<file path="config.mk">
export PLATFORM = sky130hd
export DESIGN_NAME = byte_ring_fifo_unit
export DESIGN_NICKNAME = d
export VERILOG_FILES = /design/src/hdl/brfifo_pkg.sv /design/src/hdl/byte_ring_fifo_unit.sv
export SDC_FILE = /design/constraint.sdc
export NUM_CORES = 1
export LEC_CHECK = 0
export BUFFER_PORTS_ARGS = -buffer_cell sky130_fd_sc_hd__clkbuf_2
export CAP_MARGIN = 10
export CORE_ASPECT_RATIO = 0.5
export CORE_MARGIN = 10
export CORE_UTILIZATION = 50
export CTS_BUF_LIST = sky130_fd_sc_hd__clkbuf_4 sky130_fd_sc_hd__clkbuf_8
export CTS_CLUSTER_SIZE = 10
export DETAILED_ROUTE_END_ITERATION = 8
export PLACE_DENSITY = 0.68
export SYNTH_ARGS = -nofsm -noshare
export SYNTH_HDL_FRONTEND = slang
export SYNTH_SLANG_ARGS = --single-unit
</file>
<file path="constraint.sdc">
create_clock -name i_clk -period 5.7 [get_ports i_clk]
set_clock_uncertainty 0.2 [all_clocks]
set_input_delay 1.14 -clock i_clk [delete_from_list [all_inputs] [get_ports i_clk]]
set_output_delay 1.14 -clock i_clk [all_outputs]
set_load 0.02 [all_outputs]
</file>
<file path="src/hdl/brfifo_pkg.sv">
// ----------------------------------------------------------------------------
// brfifo_pkg
// Shared types and constants for the byte ring FIFO: field widths, stream
// packing and the operation codes carried on the input tuser.
// ----------------------------------------------------------------------------
`default_nettype none

package brfifo_pkg;

    // Default ring storage depth in bytes.
    localparam int DEPTH_DEF = 64;

    // Field widths.
    localparam int FUNC_W   = 2;
    localparam int DATA_W   = 8;
    localparam int CNT_W    = 6;
    localparam int CAP_W    = 7;

    // Capacity register value after reset.
    localparam logic [CAP_W-1:0] CAP_RESET = 7'd64;

    // Result tdata: data_out, used_count, empty_res, drained_total, then zero fill.
    localparam int RES_BITS = DATA_W + CNT_W + 1 + CNT_W;
    localparam int TDATA_W  = ((RES_BITS + 7) / 8) * 8;
    localparam int PAD_W    = TDATA_W - RES_BITS;

    // Operation codes.
    typedef enum logic [FUNC_W-1:0] {
        F_PUT   = 2'd0,
        F_GET   = 2'd1,
        F_DRAIN = 2'd2,
        F_FLUSH = 2'd3
    } t_func;

endpackage : brfifo_pkg

`default_nettype wire

</file>
<file path="src/hdl/byte_ring_fifo_unit.sv">
// ----------------------------------------------------------------------------
// byte_ring_fifo_unit
// Byte ring FIFO with a programmable wrap point. One slot is always kept
// empty. Supports put, get, drain of all held bytes, and flush.
// ----------------------------------------------------------------------------
//
//  Channel  | Direction | Signals                            | Contents
//  ---------+-----------+------------------------------------+---------------------------
//  s        | in        | i_s_tvalid/o_s_tready/tdata/tuser  | tdata data_in, tuser func
//  m        | out       | o_m_tvalid/i_m_tready/tdata/tuser  | result fields, tuser ok,
//           |           | o_m_tlast                          | tlast last
//  cfg      | in        | i_cfg_valid/o_cfg_ready/i_cfg_data | capacity register
//
//  Put, flush and any operation on an empty ring load their result into the output register directly.
//  A get passes through the registered read of the byte store before its result is loaded.
//  A drain returns every held byte, reading one byte per cycle
//  as long as the output side keeps taking results; stalls there pause the reads.
//  Reset is synchronous; the byte store is not cleared and needs no sweep.
//  A capacity write clears the ring and holds off the input side in its cycle.
//
`default_nettype none

module byte_ring_fifo_unit
    import brfifo_pkg::*;
#(
    parameter int DEPTH = DEPTH_DEF
) (
    input  wire logic                 i_clk,
    input  wire logic                 i_rst_n,

    // Input stream.
    input  wire logic                 i_s_tvalid,
    output logic                      o_s_tready,
    input  wire logic [DATA_W-1:0]    i_s_tdata,   // [7:0] data_in
    input  wire logic [FUNC_W-1:0]    i_s_tuser,   // [1:0] func

    // Result stream.
    output logic                      o_m_tvalid,
    input  wire logic                 i_m_tready,
    output logic [TDATA_W-1:0]        o_m_tdata,   // [7:0] data_out, [13:8] used_count,
                                                   // [14] empty_res, [20:15] drained_total
    output logic [0:0]                o_m_tuser,   // [0] ok
    output logic                      o_m_tlast,

    // Capacity register write.
    input  wire logic                 i_cfg_valid,
    output logic                      o_cfg_ready,
    input  wire logic [CAP_W-1:0]     i_cfg_data
);

    localparam int PW = (DEPTH > 1) ? $clog2(DEPTH) : 1;

    typedef enum logic {
        S_IDLE,
        S_BUSY
    } t_state;

    // Byte store and its registered read data.
    logic [DATA_W-1:0] r_mem [DEPTH];
    logic [DATA_W-1:0] r_rdata;

    // Control state.
    t_state            r_state,   n_state;
    logic [CAP_W-1:0]  r_cap,     n_cap;
    logic [PW-1:0]     r_wp,      n_wp;
    logic [PW-1:0]     r_rp,      n_rp;
    logic [PW-1:0]     r_held,    n_held;
    logic              r_drain,   n_drain;
    logic [PW-1:0]     r_total,   n_total;

    // Metadata for the byte whose read is in flight.
    logic              r_pend,    n_pend;
    logic [PW-1:0]     r_p_used,  n_p_used;
    logic              r_p_empty, n_p_empty;
    logic              r_p_last,  n_p_last;
    logic [PW-1:0]     r_p_drn,   n_p_drn;

    // Output register.
    logic              r_ov,      n_ov;
    logic [DATA_W-1:0] r_o_data,  n_o_data;
    logic              r_o_ok,    n_o_ok;
    logic [PW-1:0]     r_o_used,  n_o_used;
    logic              r_o_empty, n_o_empty;
    logic [PW-1:0]     r_o_drn,   n_o_drn;
    logic              r_o_last,  n_o_last;

    logic              out_free;
    logic              s_acc;
    logic              cfg_acc;
    logic              mem_we;
    logic              rd_en;
    logic              load_p;
    logic              more;
    logic [CAP_W-1:0]  cap_eff;
    logic [CAP_W-1:0]  wp_p1;
    logic [CAP_W-1:0]  rp_p1;
    logic [PW-1:0]     wp_inc;
    logic [PW-1:0]     rp_inc;
    logic [CAP_W-1:0]  diff;
    logic              put_ok;
    t_func             func;

    // Effective capacity: register value clamped to the storage range.
    always_comb begin
        priority if (r_cap < CAP_W'(2)) begin
            cap_eff = CAP_W'(2);
        end else if (r_cap > CAP_W'(DEPTH)) begin
            cap_eff = CAP_W'(DEPTH);
        end else begin
            cap_eff = r_cap;
        end
    end

    // Position increments with wrap at the effective capacity.
    assign wp_p1  = CAP_W'(r_wp) + CAP_W'(1);
    assign rp_p1  = CAP_W'(r_rp) + CAP_W'(1);
    assign wp_inc = (wp_p1 >= cap_eff) ? '0 : PW'(wp_p1);
    assign rp_inc = (rp_p1 >= cap_eff) ? '0 : PW'(rp_p1);

    // A put needs room for one more byte beyond the one empty slot.
    always_comb begin
        if (r_wp >= r_rp) begin
            diff = CAP_W'(r_wp) - CAP_W'(r_rp);
        end else begin
            diff = CAP_W'(r_wp) + cap_eff - CAP_W'(r_rp);
        end
    end
    assign put_ok = cap_eff > (diff + CAP_W'(1));

    // Handshakes. A capacity write goes first and holds off the input side.
    assign out_free    = !r_ov || i_m_tready;
    assign o_s_tready  = (r_state == S_IDLE) && out_free && !i_cfg_valid;
    assign o_cfg_ready = (r_state == S_IDLE);
    assign s_acc       = i_s_tvalid && o_s_tready;
    assign cfg_acc     = i_cfg_valid && o_cfg_ready;
    assign func        = t_func'(i_s_tuser);

    // In the busy state, a pending byte moves to the output when it is free.
    assign load_p = r_pend && out_free;
    assign more   = r_drain && (r_rp != r_wp);

    // Next-state logic.
    always_comb begin
        n_state   = r_state;
        n_cap     = r_cap;
        n_wp      = r_wp;
        n_rp      = r_rp;
        n_held    = r_held;
        n_drain   = r_drain;
        n_total   = r_total;
        n_pend    = r_pend;
        n_p_used  = r_p_used;
        n_p_empty = r_p_empty;
        n_p_last  = r_p_last;
        n_p_drn   = r_p_drn;
        n_ov      = r_ov;
        n_o_data  = r_o_data;
        n_o_ok    = r_o_ok;
        n_o_used  = r_o_used;
        n_o_empty = r_o_empty;
        n_o_drn   = r_o_drn;
        n_o_last  = r_o_last;
        mem_we    = 1'b0;
        rd_en     = 1'b0;

        // Retire the output register when taken.
        if (r_ov && i_m_tready) begin
            n_ov = 1'b0;
        end

        unique case (r_state)
            S_IDLE: begin
                if (s_acc) begin
                    // Most operations load their result into the output register directly.
                    n_ov      = 1'b1;
                    n_o_data  = '0;
                    n_o_drn   = '0;
                    n_o_last  = 1'b1;
                    n_o_used  = r_held;
                    n_o_empty = (r_wp == r_rp);
                    n_o_ok    = 1'b0;
                    unique case (func)
                        F_PUT: begin
                            if (put_ok) begin
                                mem_we    = 1'b1;
                                n_wp      = wp_inc;
                                n_held    = r_held + PW'(1);
                                n_o_ok    = 1'b1;
                                n_o_used  = r_held + PW'(1);
                                n_o_empty = (wp_inc == r_rp);
                            end
                        end
                        F_GET, F_DRAIN: begin
                            if (r_wp != r_rp) begin
                                // Start the store read; the result follows.
                                n_ov      = r_ov && !i_m_tready;
                                rd_en     = 1'b1;
                                n_rp      = rp_inc;
                                n_held    = r_held - PW'(1);
                                n_pend    = 1'b1;
                                n_p_used  = r_held - PW'(1);
                                n_p_empty = (rp_inc == r_wp);
                                n_state   = S_BUSY;
                                if (func == F_DRAIN) begin
                                    n_drain  = 1'b1;
                                    n_total  = r_held;
                                    n_p_drn  = r_held;
                                    n_p_last = (rp_inc == r_wp);
                                end else begin
                                    n_drain  = 1'b0;
                                    n_p_drn  = '0;
                                    n_p_last = 1'b1;
                                end
                            end
                        end
                        F_FLUSH: begin
                            n_wp      = '0;
                            n_rp      = '0;
                            n_held    = '0;
                            n_o_ok    = 1'b1;
                            n_o_used  = '0;
                            n_o_empty = 1'b1;
                        end
                        default: begin
                        end
                    endcase
                end
            end
            S_BUSY: begin
                // Hand the read byte to the output register.
                if (load_p) begin
                    n_ov      = 1'b1;
                    n_o_data  = r_rdata;
                    n_o_ok    = 1'b1;
                    n_o_used  = r_p_used;
                    n_o_empty = r_p_empty;
                    n_o_drn   = r_p_drn;
                    n_o_last  = r_p_last;
                    n_pend    = 1'b0;
                end
                // Keep one read in flight while a drain has bytes left.
                if (more && (!r_pend || load_p)) begin
                    rd_en     = 1'b1;
                    n_rp      = rp_inc;
                    n_held    = r_held - PW'(1);
                    n_pend    = 1'b1;
                    n_p_used  = r_held - PW'(1);
                    n_p_empty = (rp_inc == r_wp);
                    n_p_last  = (rp_inc == r_wp);
                    n_p_drn   = r_total;
                end else if (!more && (!r_pend || load_p)) begin
                    n_state = S_IDLE;
                    n_drain = 1'b0;
                end
            end
            default: begin
                n_state = S_IDLE;
            end
        endcase

        // Capacity write also clears the ring.
        if (cfg_acc) begin
            n_cap  = i_cfg_data;
            n_wp   = '0;
            n_rp   = '0;
            n_held = '0;
        end
    end

    // State and registered outputs.
    always_ff @(posedge i_clk) begin
        if (!i_rst_n) begin
            r_state <= S_IDLE;
            r_cap   <= CAP_RESET;
            r_wp    <= '0;
            r_rp    <= '0;
            r_held  <= '0;
            r_drain <= 1'b0;
            r_pend  <= 1'b0;
            r_ov    <= 1'b0;
        end else begin
            r_state <= n_state;
            r_cap   <= n_cap;
            r_wp    <= n_wp;
            r_rp    <= n_rp;
            r_held  <= n_held;
            r_drain <= n_drain;
            r_pend  <= n_pend;
            r_ov    <= n_ov;
        end
    end

    // Payload registers, no reset needed.
    always_ff @(posedge i_clk) begin
        r_total   <= n_total;
        r_p_used  <= n_p_used;
        r_p_empty <= n_p_empty;
        r_p_last  <= n_p_last;
        r_p_drn   <= n_p_drn;
        r_o_data  <= n_o_data;
        r_o_ok    <= n_o_ok;
        r_o_used  <= n_o_used;
        r_o_empty <= n_o_empty;
        r_o_drn   <= n_o_drn;
        r_o_last  <= n_o_last;
    end

    // Byte store: one write port, one registered read port.
    always_ff @(posedge i_clk) begin
        if (mem_we) begin
            r_mem[r_wp] <= i_s_tdata;
        end
        if (rd_en) begin
            r_rdata <= r_mem[r_rp];
        end
    end

    // Result stream outputs.
    assign o_m_tvalid   = r_ov;
    assign o_m_tdata    = {{PAD_W{1'b0}}, CNT_W'(r_o_drn), r_o_empty, CNT_W'(r_o_used),
                           r_o_data};
    assign o_m_tuser[0] = r_o_ok;
    assign o_m_tlast    = r_o_last;

    // The held count never reaches the effective capacity.
    a_held_bound: assert property (@(posedge i_clk) disable iff (!i_rst_n)
        CAP_W'(r_held) < cap_eff)
        else $error("held count reached capacity");

    // Equal positions mean an empty ring and nothing else.
    a_pos_count: assert property (@(posedge i_clk) disable iff (!i_rst_n)
        (r_rp == r_wp) == (r_held == '0))
        else $error("positions and held count disagree");

    // A store read is only in flight while busy.
    a_pend_busy: assert property (@(posedge i_clk) disable iff (!i_rst_n)
        r_pend |-> (r_state == S_BUSY))
        else $error("pending read outside busy state");

    // A get on a non-empty ring launches a read.
    a_get_reads: assert property (@(posedge i_clk) disable iff (!i_rst_n)
        (s_acc && (func == F_GET) && (r_rp != r_wp) && !cfg_acc) |=> r_pend)
        else $error("get did not start a store read");

endmodule : byte_ring_fifo_unit

`default_nettype wire
</file>
# --- Yosys cells after proc, flatten, opt, wreduce, memory -nomap -nowiden ---
# Memories as Yosys holds them, arrays and structs flattened. A register that Yosys moved wholly into a read port is not among the register bits.
# Cells that the tools add are included.
totals:
  reg_bits: 72
  latchBits: 0
  mem_bits_rw: 512
  romBits: 0
  input_bits: 22
  out_inout_bits: 29
  n_memories: 1
op_classes:
  n_addsub: 8
  n_mul: 0
  n_div: 0
  order_cmp: 6
  n_eq_ne: 19
  shifts: 0
  n_mux: 92
  bitwise_logic: 2
  reduce_logical: 29
memory_table:
  columns: ["memory", "words", "width", "read_ports", "rd_clocked_by_memory_dff", "write_ports", "line", "source"]
  rows:
  - ["r_mem", 64, 8, 1, 1, 1, "byte_ring_fifo_unit.sv:59", "logic [DATA_W-1:0] r_mem [DEPTH];"]
op_table:
  columns: ["op", "count"]
  rows:
  - ["6-bit two-way mux", 21]
  - ["6-bit case mux with 2 select lines", 9]
  - ["1-bit two-way mux", 43]
  - ["1-bit case mux with 2 select lines", 12]
  - ["7-bit two-way mux", 3]
  - ["6-bit equality test", 3]
  - ["6-bit case mux with 3 select lines", 1]
  - ["8-bit two-way mux", 2]
  - ["8-bit case mux with 2 select lines", 1]
  - ["4-bit AND reduction", 4]
  - ["6-bit by 1-bit adder with 7-bit output (second input constant)", 2]
  - ["7-bit greater-or-equal comparator", 2]
  - ["2-bit by 1-bit inequality test with 1-bit output (second input constant)", 6]
  - ["6-bit inequality test", 2]
  - ["1-bit logical AND", 10]
  - ["5-bit AND reduction", 2]
  - ["6-bit by 7-bit adder with 7-bit output", 1]
  - ["7-bit by 1-bit adder with 7-bit output (second input constant)", 1]
  - ["7-bit > comparator", 1]
  - ["7-bit > comparator (second input constant)", 1]
  - ["7-bit by 2-bit less-than comparator with 1-bit output (second input constant)", 1]
  - ["6-bit by 6-bit subtractor with 7-bit output", 1]
  - ["7-bit by 6-bit subtractor with 7-bit output", 1]
  - ["6-bit by 1-bit adder with 6-bit output (second input constant)", 1]
  - ["15 further kinds", 25]

# --- Depth between registers and ports, before layout ---
depth:
  word_depth: 14
  mapped_depth: 25
  depth_no_buf: 21

# --- Least setup slack after synthesis ---
# No wires, ideal clock.
synth_path:
  path_type: "reg-to-reg"
  startpoint: "register r_rp[4]"
  endpoint: "memory r_mem[42][0] (enable)"
  arrival_time_ps: 5236
  path_slack_ps: -107
  stages_incl_launch_ff: 24
  path_buffers: 3
  period_less_slack_ps: 5807
  cell_sequence: "dfxtp_1 -> buf_2 -> inv_2 -> buf_1 -> ha_1 -> nand2_1 -> nor3_1 -> nor2_1 -> nand2b_1 -> buf_2 -> o21a_1 -> ha_1 -> nand2_1 -> a211oi_1 -> xnor2_1 -> mux2_2 -> ha_1 -> nand3_1 -> nor2_1 -> a2111oi_1 -> nor2_1 -> nor3_1 -> nand3_1 -> nor2_1"
synth_via:
  elab_chain_len: 10
  elab_cells_between_ends: 12
  cone_classes: "add/sub (3); order compare (2); mux (7)"
synth_lines:
  columns: ["item", "line", "source"]
  rows:
  - ["start: declaration", "byte_ring_fifo_unit.sv:66", "logic [PW-1:0] r_rp, n_rp;"]
  - ["start signal: assignment", "byte_ring_fifo_unit.sv:285", "r_rp <= n_rp;"]
  - ["7-bit by 6-bit subtractor with 7-bit output (tied with other cells)", "byte_ring_fifo_unit.sv:125", "diff = CAP_W'(r_wp) + cap_eff - CAP_W'(r_rp);"]
  - ["7-bit two-way mux *", "byte_ring_fifo_unit.sv:122", "if (r_wp >= r_rp) begin"]
  - ["7-bit by 1-bit adder with 7-bit output *", "byte_ring_fifo_unit.sv:128", "assign put_ok = cap_eff > (diff + CAP_W'(1));"]
  - ["7-bit > comparator *", "byte_ring_fifo_unit.sv:128", null]
  - ["1-bit two-way mux *", "byte_ring_fifo_unit.sv:184", "if (put_ok) begin"]
  - ["1-bit two-way mux *", "byte_ring_fifo_unit.sv:182", "unique case (func)"]
  - ["1-bit two-way mux *", "byte_ring_fifo_unit.sv:173", "if (s_acc) begin"]
  - ["1-bit two-way mux *", "byte_ring_fifo_unit.sv:171", "unique case (r_state)"]
  - ["1-bit two-way mux *", "byte_ring_fifo_unit.sv:310", "if (mem_we) begin"]
  - ["1-bit two-way mux (implied by the code) *", "byte_ring_fifo_unit.sv:311", "r_mem[r_wp] <= i_s_tdata;"]
  - ["end: declaration", "byte_ring_fifo_unit.sv:59", null]
# Mark *: on every way between the ends. The rest lies on a longest branch, timed or not.

# --- Worst setup path in the final report ---
layout_path:
  startpoint: "register r_cap[2]"
  endpoint: "memory r_mem[10][7] (enable)"
layout_via:
  elab_chain_len: 14
  elab_cells_between_ends: 15
  cone_classes: "add/sub (3); order compare (3); mux (9)"
layout_lines:
  columns: ["item", "line", "source"]
  rows:
  - ["start: declaration", "byte_ring_fifo_unit.sv:64", "logic [CAP_W-1:0] r_cap, n_cap;"]
  - ["start signal: assignment", "byte_ring_fifo_unit.sv:283", "r_cap <= n_cap;"]
  - ["7-bit > comparator", "byte_ring_fifo_unit.sv:107", "end else if (r_cap > CAP_W'(DEPTH)) begin"]
  - ["7-bit two-way mux", "byte_ring_fifo_unit.sv:107", null]
  - ["7-bit two-way mux *", "byte_ring_fifo_unit.sv:105", "priority if (r_cap < CAP_W'(2)) begin"]
  - ["6-bit by 7-bit adder with 7-bit output", "byte_ring_fifo_unit.sv:125", null]
  - ["7-bit by 6-bit subtractor with 7-bit output", "byte_ring_fifo_unit.sv:125", null]
  - ["7-bit two-way mux", "byte_ring_fifo_unit.sv:122", null]
  - ["7-bit by 1-bit adder with 7-bit output", "byte_ring_fifo_unit.sv:128", null]
  - ["7-bit > comparator *", "byte_ring_fifo_unit.sv:128", null]
  - ["1-bit two-way mux *", "byte_ring_fifo_unit.sv:184", null]
  - ["1-bit two-way mux *", "byte_ring_fifo_unit.sv:182", null]
  - ["1-bit two-way mux *", "byte_ring_fifo_unit.sv:173", null]
  - ["1-bit two-way mux *", "byte_ring_fifo_unit.sv:171", null]
  - ["1-bit two-way mux *", "byte_ring_fifo_unit.sv:310", null]
  - ["1-bit two-way mux (implied by the code) *", "byte_ring_fifo_unit.sv:311", null]
# Marked as above.

==> results by group <==
GRT
  – Initial antenna violation count: 0
  – Vias in the first global route: 13973
  – Aggregate global-route resource usage: 0.197
  – First-pass GRT wire length: 88500 um
  – Overflow after GRT: 0
  – Largest net degree at the start of global routing: 137

Die
  – Row Count: 57
  – Initial core utilization: 0.510
  – Ports: 51
  – Die Y: 178 um
  – Core ar.: 0.0490 sq mm
  – Die ar.: 0.0599 sq mm
  – Die width: 336 um

STA
  – Fmax: 182 MHz
  – Crit share post-route: 0.966
  – Slew Limit Fails: 0
  – Final setup fails: 0
  – Setup TNS: 0 ns
  – RSZ-0062 raised after global routing: true
  – Max-Slew Margin vs Limit: 0.288
  – Measured slew at the worst slew-check pin: 1.07 ns
  – Final hold vios: 0
  – Final Critical Period: 5.51 ns

Final layout
  – Reg area: 0.0175 sq mm
  – Share of cells above drive strength 1: 0.315
  – Fill cells: 3551
  – Multi-input gate area: 0.00717 sq mm
  – Fin nets: 1671
  – Non-Filler Instances: 2313
  – Layout area overhead: 14.4%

Worst setup path
  – Crit path top cell by count: buf_4
  – Crit end category: flip-flop
  – Crit path max fanout: 8
  – Crit path largest cell delay: 0.55 ns
  – Crit path required time: 5.84 ns
  – Crit Path Category: flip-flop to flip-flop
  – Slowest CP cell: fa_1
  – Arr. time, crit path: 5.65 ns
  – CP Launch Type: flip-flop

Routing
  – Initial drt markers: 1788
  – DRC violations left: 0
  – Routed Antenna Nets: 0
  – Vias: 13955
  – WL/cell: 25.2 um
  – Vias per cell: 6.03
  – WL met3: 5390 um
  – M1 WL: 24600 um
  – Routed WL: 58300 um
  – Metal2 WL: 27000 um
  – Uppermost layer routed: met4
  – Pre-Repair DR Iteration Count: 5

Logic synthesis
  – Synth warnings: 0
  – Number of distinct library cells after synthesis: 59
  – Number of flops mapped to enable cells by yosys: 563
  – Mean area per synthesized cell: 17.8 sq um
  – Post-synthesis sequential area ratio: 0.700
  – Mapped Area: 0.0250 sq mm
  – Async set-or-reset flop fraction in the synthesized netlist: 0
  – Seq cells post-synth: 592
  – Most used DFF post-synth: edfxtp_1
  – Cells after Synth: 1403

CTS
  – Worst skew pair latency: 0.65 ns
  – CTS H-tree depth: 3
  – Cts bufs inserted: 83
  – CTS sink count: 592
  – Max Root-Sink Buffers: 3
  – Cts-stage hold buffer count: 0
  – CTS tree: yes
  – CTS clock-pin slew for the worst setup and hold paths: 0.06 ns
  – Root buffer selected by CTS: clkbuf_8

Pwr
  – Leak: 9.31 nW
  – Final Total Pwr: 8.32 mW
  – PwrDens: 291 mW/mm^2
  – Max IR drop VDD: 143 uV

Worst hold path
  – Min-Delay Path Class: flip-flop to flip-flop

Job
  – Max_cap viols: 0

Place
  – Routability Congestion: 0.902
  – Placed Instances: 2159
  – Detailed-placement wirelength estimate: 36900 um
  – PortBufs: 47

Outcome
  – Status: finished clean
## sequential cells by signal (all words and copies together) (netlist names)
signal / flops
r_mem: 512
r_o_data: 8
r_rdata: 8
r_cap: 7
r_held: 6
r_o_drn: 6
r_o_used: 6
r_p_drn: 6
r_p_used: 6
r_rp: 6
r_total: 6
r_wp: 6
o_m_tlast: 1
o_m_tuser: 1
o_m_tvalid: 1
r_drain: 1
r_o_empty: 1
r_p_empty: 1
r_p_last: 1
r_pend: 1
r_state: 1
## synth_stat cells, types with 7 or more instances
library cell  number  area (sq um)
edfxtp_1         563         16900
mux4_2           168          3780
nor2_1           107           402
nand2_1           80           300
inv_1             49           184
a21oi_1           44           220
ha_1              42           526
clkbuf_1          36           135
o21ai_0           31           155
dfxtp_1           29           581
nand3_1           25           125
nor3_1            21           105
xnor2_1           21           184
buf_2             17          85.1
and2_1            15          93.8
a21o_1            12          90.1
xor2_1            11          96.3
buf_1             10          37.5
a31oi_1            9          56.3
a211oi_1           8          60.1
a22oi_1            8          60.1
nand2b_1           8          50.1
nand4_1            8          50.1
buf_4              7          52.6
fa_1               7           140
## cell families (layout without fill, tap and decap cells)
| logic type | Yosys count | count (layout) | share of synthesized area |
|---|---|---|---|
| xor gates and xnor gates | 32 | 32 | 0.0112 |
| DFF | 592 | 592 | 0.700 |
| other | 1 | 5 | 0.000150 |
| AOI/OAI and AO/OA | 145 | 145 | 0.0361 |
| and+or+nand+nor | 290 | 290 | 0.0521 |
| adders and majority gates | 49 | 49 | 0.0266 |
| muxes | 173 | 173 | 0.154 |
| buffers and inverters | 121 | 378 | 0.0204 |
## final timing paths
kind	from	to	slack, ns	cells past startpoint
max	r_cap[2]$_SDFFE_PN0P_	r_mem[10][7]$_DFFE_PP_	0.19	25
min	r_cap[0]$_SDFFE_PN0P_	r_cap[0]$_SDFFE_PN0P_	0.28	2
max reg2reg	r_cap[2]$_SDFFE_PN0P_	r_mem[10][7]$_DFFE_PP_	0.19	25
min reg2reg	r_cap[0]$_SDFFE_PN0P_	r_cap[0]$_SDFFE_PN0P_	0.28	2
## worst max-delay path, delay by kind of cell (launching register included)
| kind | cells | cell delay, ns |
|---|---|---|
| AO/OA/AOI/OAI | 4 | 0.69 |
| XOR/XNOR | 2 | 0.31 |
| adder cells (fa/ha/maj) | 3 | 1.20 |
| buffers and inverters | 7 | 1.09 |
| flip-flops | 1 | 0.32 |
| multiplexers | 1 | 0.28 |
| AND/OR/NAND/NOR | 8 | 1.09 |
## layout by cell type (no fill, tap or decap), types with 7 or more instances in the layout
cell      instances
nand3_1          22
clkinv_1         16
buf_4           127
a22oi_1           8
a31oi_1           8
nor2_1           98
nand2_1          79
mux4_2          168
nand4_1           8
dfxtp_1          25
inv_1            48
clkinv_2         10
o21ai_0          27
nor2_2            8
xor2_1           11
a21o_1           12
and2_1           15
xnor2_1          21
edfxtp_1        563
ha_1             39
clkbuf_2         45
a21oi_1          43
nor3_1           19
nand2b_1          7
clkbuf_8         86
clkbuf_4         30
## power breakdown
| part | switching [mW] | leakage (nW) | internal [mW] |
|---|---|---|---|
| clock network | 1.55 | 0.865 | 1.69 |
| logic | 0.199 | 3.17 | 0.100 |
| registers | 0.00797 | 5.28 | 4.77 |
## metal layers
layer | vias to the layer above | global-route usage
met5 | - | 0
li1 | 5987 | -
met4 | 0 | 0.0582
met3 | 98 | 0.0421
met2 | 749 | 0.303
met1 | 7121 | 0.281
## per-stage QoR
stage / cell area, sq um / hold WS (ns) / utilization / setup slack [ns]
floorplan: 25000 / 0.206 / - / -0.0452
global placement: 26700 / 0.250 / 0.546 / -0.0236
detailed placement: 26700 / 0.269 / 0.546 / -0.0567
CTS: 28400 / 0.279 / 0.579 / 0.0439
global route: 28600 / 0.295 / 0.583 / -0.0524
finish: 28600 / 0.275 / 0.583 / 0.195
## area by class of cell
type | instances | area share
flip-flops and latches | 592 | 0.612
multi-input cells | 692 | 0.251
clock buffers | 116 | 0.0493
repair buffers | 181 | 0.0453
well taps | 649 | 0.0284
clock inverters | 31 | 0.00714
inverters | 50 | 0.00657
diodes | 2 | 0.000175
## what timing repair did
| item | in CTS | in global routing |
|---|---|---|
| pin swaps | 0 | 14 |
| resized for setup | 3 | 40 |
| endpoints found under the setup margin | 501 | 518 |
| buffers inserted | 0 | 5 |
Power figures use the tool's default switching activity.
